$ cat config.mk
export PLATFORM = sky130hd
export DESIGN_NAME = servo_feed_sequencer_flat
export DESIGN_NICKNAME = d
export VERILOG_FILES = /design/src/hw/rtl/svf_pkg.sv /design/src/hw/rtl/svf_if.sv /design/src/hw/rtl/svf_in_stage.sv /design/src/hw/rtl/svf_core.sv /design/src/hw/rtl/servo_feed_sequencer.sv /design/src/flat_wrapper.sv
export SDC_FILE = /design/constraint.sdc
export NUM_CORES = 1
export LEC_CHECK = 0
export BUFFER_PORTS_ARGS = -buffer_cell sky130_fd_sc_hd__buf_2
export CORE_AREA = 2 2 247 249
export CTS_BUF_LIST = sky130_fd_sc_hd__clkbuf_2 sky130_fd_sc_hd__clkbuf_4 sky130_fd_sc_hd__clkbuf_8
export CTS_CLUSTER_SIZE = 12
export DETAILED_ROUTE_END_ITERATION = 16
export DIE_AREA = 0 0 249 251
export MAX_ROUTING_LAYER = met4
export PLACE_DENSITY = 0.47
export RECOVER_POWER = 25
export SYNTH_ARGS = -nofsm -noshare
export SYNTH_HDL_FRONTEND = slang
export SYNTH_SLANG_ARGS = --single-unit
$ cat constraint.sdc
create_clock -name clk -period 4.4 [get_ports clk]
set_input_delay 0.22 -clock clk [delete_from_list [all_inputs] [get_ports clk]]
set_output_delay 0.22 -clock clk [all_outputs]
set_load 0.02 [all_outputs]
$ cat src/hw/rtl/svf_pkg.sv
// Shared types, constants and helper functions for the servo feed sequencer.
// No dependencies; every other file of the block imports this package.
`timescale 1ns / 1ps

package svf_pkg;

	localparam int ANGLE_W = 8;
	localparam int DUR_W   = 16;
	localparam int MS_W    = 27;
	localparam int DET_W   = 9;
	localparam int CMD_W   = 2;

	localparam logic [ANGLE_W-1:0] MAX_ANGLE        = 8'd180;
	localparam logic [ANGLE_W-1:0] REST_ANGLE_RESET = 8'd90;
	localparam int unsigned        DETACH_DELAY_DEF = 400;
	localparam logic [MS_W-1:0]    MS_PER_SEC       = 27'd1000;

	typedef enum logic [CMD_W-1:0] {
		CMD_TICK           = 2'd0,
		CMD_DISPENSE       = 2'd1,
		CMD_DISPENSE_INTER = 2'd2,
		CMD_NOP            = 2'd3
	} cmd_t;

	typedef struct packed {
		cmd_t               command;
		logic [ANGLE_W-1:0] feed_angle;
		logic [ANGLE_W-1:0] intermediate_angle;
		logic [MS_W-1:0]    feed_ms;
		logic [MS_W-1:0]    return_ms;
	} item_t;

	function automatic logic [ANGLE_W-1:0] sat_angle(input logic [ANGLE_W-1:0] a);
		sat_angle = (a > MAX_ANGLE) ? MAX_ANGLE : a;
	endfunction

	function automatic logic [MS_W-1:0] arm_ms(input logic [MS_W-1:0] ms);
		arm_ms = (ms == '0) ? MS_W'(1) : ms;
	endfunction

endpackage

$ cat src/hw/rtl/svf_if.sv
// Valid/ready channel interfaces for command beats and result beats.
// Depends on svf_pkg for field widths.
`timescale 1ns / 1ps

interface svf_cmd_if;
	import svf_pkg::*;

	logic               valid;
	logic               ready;
	logic [CMD_W-1:0]   command;
	logic [ANGLE_W-1:0] feed_angle;
	logic [ANGLE_W-1:0] intermediate_angle;
	logic [DUR_W-1:0]   duration_sec;

	modport source (output valid, command, feed_angle, intermediate_angle, duration_sec,
		input ready);
	modport sink (input valid, command, feed_angle, intermediate_angle, duration_sec,
		output ready);
endinterface

interface svf_res_if;
	import svf_pkg::*;

	logic               valid;
	logic               ready;
	logic [ANGLE_W-1:0] servo_angle;
	logic               attached;
	logic               position_written;
	logic               return_armed;
	logic               intermediate_armed;
	logic               detach_armed;

	modport source (output valid, servo_angle, attached, position_written, return_armed,
		intermediate_armed, detach_armed, input ready);
	modport sink (input valid, servo_angle, attached, position_written, return_armed,
		intermediate_armed, detach_armed, output ready);
endinterface

$ cat src/hw/rtl/svf_in_stage.sv
// Input register of the sequencer: captures a command beat and converts its
// duration to milliseconds. Depends on svf_pkg and svf_cmd_if.
`timescale 1ns / 1ps

module svf_in_stage (
	input  logic            clk,
	input  logic            arst_n,
	svf_cmd_if.sink         item,
	input  logic            advance,
	output logic            valid_s1,
	output svf_pkg::item_t  item_s1
);
	import svf_pkg::*;

	logic [DUR_W:0] ret_sec;

	assign item.ready = !valid_s1 || advance;
	assign ret_sec    = {1'b0, item.duration_sec} + {2'b0, item.duration_sec[DUR_W-1:1]};

	always_ff @(posedge clk or negedge arst_n) begin
		if (!arst_n) begin
			valid_s1 <= 1'b0;
		end else if (item.ready) begin
			valid_s1 <= item.valid;
		end
	end

	always_ff @(posedge clk) begin
		if (item.valid && item.ready) begin
			item_s1.command            <= cmd_t'(item.command);
			item_s1.feed_angle         <= item.feed_angle;
			item_s1.intermediate_angle <= item.intermediate_angle;
			item_s1.feed_ms            <= MS_W'(item.duration_sec) * MS_PER_SEC;
			item_s1.return_ms          <= MS_W'(ret_sec) * MS_PER_SEC;
		end
	end

endmodule

$ cat src/hw/rtl/svf_core.sv
// Sequencer state, the three one-shot timers and the result register.
// Depends on svf_pkg and svf_res_if.
`timescale 1ns / 1ps

module svf_core #(
	parameter int unsigned DETACH_DELAY_MS = svf_pkg::DETACH_DELAY_DEF
) (
	input  logic                        clk,
	input  logic                        arst_n,
	input  logic                        cfg_we,
	input  logic [svf_pkg::ANGLE_W-1:0] cfg_wdata,
	input  logic                        valid_s1,
	input  svf_pkg::item_t              item_s1,
	output logic                        advance,
	svf_res_if.source                   result
);
	import svf_pkg::*;

	localparam logic [DET_W-1:0] DETACH_ARM = DET_W'(DETACH_DELAY_MS);

	logic [ANGLE_W-1:0] rest_angle_q;
	logic               attached_q;
	logic [ANGLE_W-1:0] angle_q;
	logic [ANGLE_W-1:0] inter_q;
	logic [MS_W-1:0]    ret_q;
	logic [MS_W-1:0]    int_q;
	logic [DET_W-1:0]   det_q;

	logic               attached_n;
	logic [ANGLE_W-1:0] angle_n;
	logic [ANGLE_W-1:0] inter_n;
	logic [MS_W-1:0]    ret_n;
	logic [MS_W-1:0]    int_n;
	logic [DET_W-1:0]   det_n;
	logic               written_n;

	assign advance = valid_s1 && (!result.valid || result.ready);

	always_comb begin
		attached_n = attached_q;
		angle_n    = angle_q;
		inter_n    = inter_q;
		ret_n      = ret_q;
		int_n      = int_q;
		det_n      = det_q;
		written_n  = 1'b0;
		case (item_s1.command)
			CMD_TICK: begin
				if (det_q != '0) begin
					det_n = det_q - DET_W'(1);
				end
				if (int_q != '0) begin
					int_n = int_q - MS_W'(1);
				end
				if (ret_q != '0) begin
					ret_n = ret_q - MS_W'(1);
				end
				if (det_q == DET_W'(1)) begin
					attached_n = 1'b0;
				end
				if (int_q == MS_W'(1)) begin
					angle_n   = sat_angle(inter_q);
					written_n = 1'b1;
				end
				if (ret_q == MS_W'(1)) begin
					angle_n   = sat_angle(rest_angle_q);
					det_n     = (DETACH_ARM == '0) ? DET_W'(1) : DETACH_ARM;
					written_n = 1'b1;
				end
			end
			CMD_DISPENSE: begin
				attached_n = 1'b1;
				angle_n    = sat_angle(item_s1.feed_angle);
				ret_n      = arm_ms(item_s1.feed_ms);
				written_n  = 1'b1;
			end
			CMD_DISPENSE_INTER: begin
				attached_n = 1'b1;
				inter_n    = item_s1.intermediate_angle;
				angle_n    = sat_angle(item_s1.feed_angle);
				int_n      = arm_ms(item_s1.feed_ms);
				ret_n      = arm_ms(item_s1.return_ms);
				written_n  = 1'b1;
			end
			default: begin
			end
		endcase
	end

	always_ff @(posedge clk or negedge arst_n) begin
		if (!arst_n) begin
			rest_angle_q <= REST_ANGLE_RESET;
		end else if (cfg_we) begin
			rest_angle_q <= cfg_wdata;
		end
	end

	always_ff @(posedge clk or negedge arst_n) begin
		if (!arst_n) begin
			attached_q   <= 1'b0;
			angle_q      <= REST_ANGLE_RESET;
			inter_q      <= '0;
			ret_q        <= '0;
			int_q        <= '0;
			det_q        <= '0;
			result.valid <= 1'b0;
		end else begin
			if (advance) begin
				attached_q   <= attached_n;
				angle_q      <= angle_n;
				inter_q      <= inter_n;
				ret_q        <= ret_n;
				int_q        <= int_n;
				det_q        <= det_n;
				result.valid <= 1'b1;
			end else if (result.ready) begin
				result.valid <= 1'b0;
			end
		end
	end

	always_ff @(posedge clk) begin
		if (advance) begin
			result.servo_angle        <= angle_n;
			result.attached           <= attached_n;
			result.position_written   <= written_n;
			result.return_armed       <= ret_n != '0;
			result.intermediate_armed <= int_n != '0;
			result.detach_armed       <= det_n != '0;
		end
	end

endmodule

$ cat src/hw/rtl/servo_feed_sequencer.sv
// Top level of the servo feed sequencer: input stage and sequencing core.
// Depends on svf_pkg, svf_if, svf_in_stage and svf_core.
//
//   channel   direction  handshake            beat contents
//   item      in         item.valid/ready     command, angles, duration in seconds
//   result    out        result.valid/ready   angle, attach and timer status
//   cfg       in         cfg_we               rest angle
//
// One beat is taken every cycle while the result channel does not stall; the input
// register takes the beat, and the result register, which sits behind the timer
// logic, holds its result.
// Reset leaves the servo detached at 90 degrees with all timers stopped.
// A stalled result holds the item stage, which then holds the input channel.
`timescale 1ns / 1ps

module servo_feed_sequencer #(
	parameter int unsigned DETACH_DELAY_MS = svf_pkg::DETACH_DELAY_DEF
) (
	input  logic                        clk,
	input  logic                        arst_n,
	svf_cmd_if.sink                     item,
	svf_res_if.source                   result,
	input  logic                        cfg_we,
	input  logic [svf_pkg::ANGLE_W-1:0] cfg_wdata
);
	import svf_pkg::*;

	logic  valid_s1;
	logic  advance;
	item_t item_s1;

	svf_in_stage u_in_stage (
		.clk      (clk),
		.arst_n   (arst_n),
		.item     (item),
		.advance  (advance),
		.valid_s1 (valid_s1),
		.item_s1  (item_s1)
	);

	svf_core #(
		.DETACH_DELAY_MS (DETACH_DELAY_MS)
	) u_core (
		.clk       (clk),
		.arst_n    (arst_n),
		.cfg_we    (cfg_we),
		.cfg_wdata (cfg_wdata),
		.valid_s1  (valid_s1),
		.item_s1   (item_s1),
		.advance   (advance),
		.result    (result)
	);

endmodule

$ cat src/flat_wrapper.sv
// flat-port wrapper written by rule: the top's interface ports become plain ports
module servo_feed_sequencer_flat import svf_pkg::*;
#(
	parameter int unsigned DETACH_DELAY_MS = svf_pkg::DETACH_DELAY_DEF
)
  (clk, arst_n, cfg_we, cfg_wdata, item_valid, item_command, item_feed_angle, item_intermediate_angle, item_duration_sec, item_ready, result_valid, result_servo_angle, result_attached, result_position_written, result_return_armed, result_intermediate_armed, result_detach_armed, result_ready);
  svf_cmd_if item_i ();
  svf_res_if result_i ();
  input  logic clk;
  input  logic arst_n;
  input  logic cfg_we;
  input  logic [svf_pkg::ANGLE_W-1:0] cfg_wdata;
  input wire logic [$bits(item_i.valid)-1:0] item_valid;
  input wire logic [$bits(item_i.command)-1:0] item_command;
  input wire logic [$bits(item_i.feed_angle)-1:0] item_feed_angle;
  input wire logic [$bits(item_i.intermediate_angle)-1:0] item_intermediate_angle;
  input wire logic [$bits(item_i.duration_sec)-1:0] item_duration_sec;
  output wire logic [$bits(item_i.ready)-1:0] item_ready;
  output wire logic [$bits(result_i.valid)-1:0] result_valid;
  output wire logic [$bits(result_i.servo_angle)-1:0] result_servo_angle;
  output wire logic [$bits(result_i.attached)-1:0] result_attached;
  output wire logic [$bits(result_i.position_written)-1:0] result_position_written;
  output wire logic [$bits(result_i.return_armed)-1:0] result_return_armed;
  output wire logic [$bits(result_i.intermediate_armed)-1:0] result_intermediate_armed;
  output wire logic [$bits(result_i.detach_armed)-1:0] result_detach_armed;
  input wire logic [$bits(result_i.ready)-1:0] result_ready;
  assign item_i.valid = item_valid;
  assign item_i.command = item_command;
  assign item_i.feed_angle = item_feed_angle;
  assign item_i.intermediate_angle = item_intermediate_angle;
  assign item_i.duration_sec = item_duration_sec;
  assign item_ready = item_i.ready;
  assign result_valid = result_i.valid;
  assign result_servo_angle = result_i.servo_angle;
  assign result_attached = result_i.attached;
  assign result_position_written = result_i.position_written;
  assign result_return_armed = result_i.return_armed;
  assign result_intermediate_armed = result_i.intermediate_armed;
  assign result_detach_armed = result_i.detach_armed;
  assign result_i.ready = result_ready;
  servo_feed_sequencer #(.DETACH_DELAY_MS(DETACH_DELAY_MS)) u_core (.clk(clk), .arst_n(arst_n), .item(item_i), .result(result_i), .cfg_we(cfg_we), .cfg_wdata(cfg_wdata));
endmodule
Yosys cells after proc, flatten, opt, wreduce, memory -nomap -nowiden
Cells that the tools add are included.
Word-level totals
  input port bits: 47
  memory bits (writable): 0
  output and inout bits: 15
  memories kept: 0
  logic and storage cells: 74
  bits in latches: 0
  flip-flop bits (word level): 168
  ROM bits: 0
Cells by class
  add/subtract/negate cells: 4
  equal/unequal tests: 5
  shifts and indexed selects: 0
  reductions and logical operators: 18
  bitwise logic cells: 0
  multiply operators: 2
  $lt $le $gt $ge: 3
  muxes and demuxes: 22
  divide/modulo/power cells: 0
Operator list (count)
  27-bit nonzero test: 4
  27-bit two-way mux: 3
  27-bit one-hot mux with 3 select lines: 1
  27-bit by 1-bit == test with 1-bit output, second input constant: 2
  27-bit zero test: 2
  27-bit one-hot mux with 2 select lines: 1
  27-bit by 1-bit subtractor with 27-bit output, second input constant: 2
  8-bit two-way mux: 5
  9-bit two-way mux: 3
  26-bit two-way mux: 1
  8-bit greater-than comparator, second input constant: 3
  17-bit by 7-bit multiplier with 24-bit output, second input constant: 1
  16-bit by 7-bit multiplier with 23-bit output, second input constant: 1
  9-bit nonzero test: 2
  16-bit by 15-bit adder with 17-bit output: 1
  8-bit one-hot mux with 2 select lines: 1
  9-bit by 1-bit == test with 1-bit output, second input constant: 1
  9-bit by 1-bit subtractor with 9-bit output, second input constant: 1
  1-bit two-way mux: 5
  1-bit one-hot mux with 2 select lines: 2
  2-bit by 1-bit == test with 1-bit output, second input constant: 1
  2-bit == test, second input constant: 1
  1-bit logical AND: 2
  1-bit zero test: 2
  other kinds (5): 6

Logic depth before layout (Yosys ltp)
  depth in word-level cells: 5
  depth in mapped cells: 27
  depth with buffers taken out: 27

Modules after synthesis
A second synthesis with hierarchy kept.
Second synthesis, totals
  cell total of the unflattened synthesis: 1613
  area total of the unflattened synthesis: 15518.6 um2
By module, submodules not included
  svf_in_stage: area an instance 8112.8 um2, instances 1, seq. area each 1976.9 um2, cells an instance 707
  svf_core: area an instance 7405.9 um2, instances 1, seq. area each 2627.5 um2, cells an instance 906

Worst setup path before layout
Ideal clock, no wire load.
  path kind: in2reg
  from: in item_duration_sec[0]
  to: reg u_core.u_in_stage.item_s1[26] (netlist name)
  required time: 4.140 ns
  arrival: 5.815 ns
  stages on the path: 25
  buffers on the path: 0
  slack: -1.675 ns
  library setup time: 0.260 ns
  cell sequence: ha_1 -> inv_1 -> fa_1 -> nor2b_1 -> o21ai_0 -> a21boi_0 -> o21ai_0 -> nand2b_1 -> xor2_1 -> xor2_1 -> inv_1 -> fa_1 -> fa_1 -> inv_1 -> ha_1 -> a21o_1 -> ha_1 -> o21ai_0 -> nor2_1 -> o221a_2 -> o31ai_1 -> o2111ai_1 -> a31o_2 -> a21oi_1 -> xnor2_1
Between the ends
  cells in the longest elaborated chain, start to end: 2
RTL lines
  from (decl): line flat_wrapper.sv:17  | input wire logic [$bits(item_i.duration_sec)-1:0] item_duration_sec;
  16-bit by 15-bit adder with 17-bit output: line svf_in_stage.sv:18  | assign ret_sec = {1'b0, item.duration_sec} + {2'b0, item.duration_sec[DUR_W-1:1]};
  17-bit by 7-bit multiplier with 24-bit output: line svf_in_stage.sv:34  | item_s1.return_ms <= MS_W'(ret_sec) * MS_PER_SEC;
No other way between the ends.
A chain may end at the register's enable or synchronous reset.

Worst setup path after layout
  from: in item_duration_sec[1]
  to: reg u_core.u_in_stage.item_s1[26] (netlist name)
Between the ends
  cells in the longest elaborated chain, start to end: 2
RTL lines (line)
  16-bit by 15-bit adder with 17-bit output: svf_in_stage.sv:18
  17-bit by 7-bit multiplier with 24-bit output: svf_in_stage.sv:34
No other way between the ends.

==> run_results.csv <==
group,metric,value,unit
timing,hold_viol,0,
timing,max_freq,193,MHz
logic_synthesis,synth_top_cells_by_area,"edfxtp_1 16%, dfrtp_1 14%, fa_1 14%",
grt,grt_pass1_vias,13000,
run,drv_cap,0,
floorplanning,rows,90,
layout,fin_util,0.320,
routing,routed_wl,45.0,mm
logic_synthesis,synth_area_per_cell,9.58,um2
cts,clockBufferDepth,2,
logic_synthesis,synth_area,14900,um2
timing,worst_slack,-0.770,ns
cts,clk_pin_slew,0.09,ns
floorplanning,initial_core_util,0.249,
routing,drcViolationCount,0,
critical_path,end_kind,"register",
cts,cts_tree,"yes",
floorplanning,core-area,59800,um2
floorplanning,ios,62,
grt,grtUsageTotal,0.148,
timing,post-route-min-period,5.17,ns
critical_path,arrival,5.41,ns
min_path,min_path_type,"primary input to register",
timing,timing.final.max_slew_violations,0,
timing,worstMarginPinSlew,1.01,ns
logic_synthesis,synth_seq_cells,168,
grt,antenna_found_initial,0,
logic_synthesis,synthArstFlopShare,0.536,
grt,grt_pass1_wl,71.7,mm
logic_synthesis,netlist.area_leader.share,0.157,
critical_path,r2r-start,"u_core.u_core.ret_q[6]",
logic_synthesis,synth.most_common_cell,"inv_1",
critical_path,crit_type,"primary input to register",
cts,htree_levels,4,
cts,cts-root-buf,"clkbuf_8",
timing,timing.slew.headroom,0.323,
routing,dr_total_vias,12600,
logic_synthesis,syn_nets,1816,
min_path,hold_path_depth,3,
grt,grt_max_degree,89,
routing,drtPass1Iterations,7,
logic_synthesis,synth-seq-area-share,0.310,
routing,routed_via_density,4.81,
layout,finalNetCount,2086,
logic_synthesis,yosys.area.top_type,"edfxtp_1",
critical_path,critPathRequiredTime,4.64,ns
layout,stdcell_count,2618,
logic_synthesis,yosys_warnings,0,
floorplanning,die_w,249,um
cts,numCtsBuffers,17,
placed_design,place_hpwl,34.8,mm
placed_design,gp_congestion,0.881,
critical_path,reg2reg_depth,8,
layout,antennaDiodeCount,0,
layout,drive_gt1_frac,0.274,
timing,holdWs,0.0429,ns
placed_design,io_buffers,61,
logic_synthesis,synth_edf_count,78,
grt,grt.overflow.total,0,
critical_path,cp_max_fo,4,
critical_path,r2r_setup_slack,0.53,ns
layout,nFillCells,6123,
layout,areaGrowthSynthToFinish,28.8,%
routing,antenna_left,0,
cts,insertion_delay,0.49,ns
logic_synthesis,synth_commonest_cells,"148 x inv_1, 147 x nand2_1, 114 x ha_1, 107 x o21ai_0, 102 x fa_1",
timing,rsz0062_at_grt,"yes",
routing,avgRoutedWirePerCell,17.2,um
logic_synthesis,synth_ff_type,"dfrtp_1",
cts,cts.sinks,168,
logic_synthesis,ys_types,81,
critical_path,worst_setup_path_start_kind,"primary input",
placed_design,placedCellCount,2544,
floorplanning,die_h,251,um
run_status,status,"complete, but fails checks",
timing,post-route-period-util,1.18,
critical_path,cp-startpoint,"item_duration_sec[1]",
routing,drt-initial-drc-count,793,
floorplanning,dieArea,62500,um2
timing,skew,0.0123,ns
logic_synthesis,synth_cells,1553,
timing,final-setup-viol-count,12,
critical_path,crit_path_end,"u_core.u_in_stage.item_s1[26]",
critical_path,reg2reg_to,"u_core.u_core.result.return_armed",
run_status,violations,"negative setup slack",
stage by stage:
stage	worst slack, ns	TNS [ns]	instance area (um2)
2_1_floorplan	-1.07	-8.53	15200
3_3_place_gp	-1.29	-16.84	17800
3_5_place_dp	-1.35	-17.96	17800
4_1_cts	-0.657	-4.85	18700
5_1_grt	-0.984	-8.16	19100
6_report	-0.770	-5.60	19100
critical path, stage by stage:
cell,delay [ns]
buf_8,0.11
buf_4,0.13
ha_4,0.23
a21o_1,0.18
a21oi_2,0.14
nand2b_4,0.14
a21oi_2,0.08
a211oi_2,0.23
buf_4,0.16
nor3_1,0.05
or2_2,0.30
a21oi_1,0.12
buf_4,0.13
ha_1,0.22
inv_1,0.08
fa_1,0.41
fa_1,0.47
fa_1,0.51
inv_1,0.06
ha_4,0.15
or3_4,0.33
o31ai_4,0.28
o2111ai_2,0.18
a31o_2,0.24
a21oi_2,0.15
xnor2_1,0.08
how the worst min path moves through the flow:
stage	startpoint	endpoint	slack, ns
5_1_grt	cfg_we	u_core.u_core.rest_angle_q[3]	0.02
3_3_place_gp	arst_n	u_core.u_core.result.valid	0.39
6_report	result_ready	u_core.u_core.result.valid	0.04
3_5_place_dp	arst_n	u_core.u_core.result.valid	0.40
2_1_floorplan	arst_n	u_core.u_core.angle_q[0]	-0.08
4_1_cts	result_ready	u_core.u_core.result.valid	0.005
cell type report:
type / instances / area (um2) / area share
multi-input cells: 1178 / 10300 / 0.538
flip-flops and latches: 168 / 4600 / 0.240
repair buffers: 308 / 2290 / 0.120
well taps: 782 / 978 / 0.0511
inverters: 150 / 567 / 0.0296
clock buffers: 21 / 283 / 0.0148
clock inverters: 11 / 126 / 0.00660
flip-flops by register name, indices dropped and copies added, names as in the netlist, 8 cells and up:
register / cells
u_core.u_in_stage.item_s1: 65
u_core.u_core.det_q: 9
u_core.u_core.result.servo_angle: 8
u_core.u_core.inter_q: 8
u_core.u_core.rest_angle_q: 8
u_core.u_core.angle_q: 8
u_core.u_core.ret_q: 27
u_core.u_core.int_q: 27
logic make-up (layout without fill, tap and decap cells):
| logic type | Yosys count | in the layout | share of synthesized area |
|---|---|---|---|
| compound gates | 396 | 396 | 0.174 |
| fa+ha+maj | 222 | 222 | 0.237 |
| simple gates | 461 | 461 | 0.158 |
| xor+xnor | 69 | 69 | 0.0425 |
| mux | 30 | 30 | 0.0225 |
| flops | 168 | 168 | 0.310 |
| buf+inv | 207 | 490 | 0.0557 |
routing by layer:
metal	track usage	up-vias	share of wire
met4	0.0494	0	0.024
met2	0.247	288	0.48
met5	-	-	0
li1	-	6156	-
met3	0.0165	62	0.029
met1	0.187	6082	0.46
what timing repair did:
| action | in CTS | in global routing |
|---|---|---|
| setup buffers | 7 | 8 |
| gates resized for setup | 44 | 74 |
| endpoints found under the hold margin | 77 | 0 |
| endpoints found under the setup margin | 16 | 19 |
| hold buffers | 28 | 0 |
| pin swaps | 38 | 49 |
| gates cloned | 0 | 0 |
cells in the final DEF, fill, tap and decap left out, types with 18 or more instances in the layout:
cell / instances
clkbuf_8: 20
dfrtp_1: 82
nor3_1: 47
nand4_1: 18
a31oi_1: 20
nand3_1: 28
xnor2_1: 37
ha_4: 21
o21ai_0: 97
buf_4: 211
buf_2: 57
dlygate4sd3_1: 28
a21oi_1: 81
mux2_2: 26
nand2_1: 144
fa_1: 98
ha_1: 88
nor4_1: 29
inv_1: 133
edfxtp_1: 78
nor2_1: 71
a221oi_1: 20
Power is not shown: default switching activity piles up to over one toggle a cycle in this logic, so the estimate is an artifact.
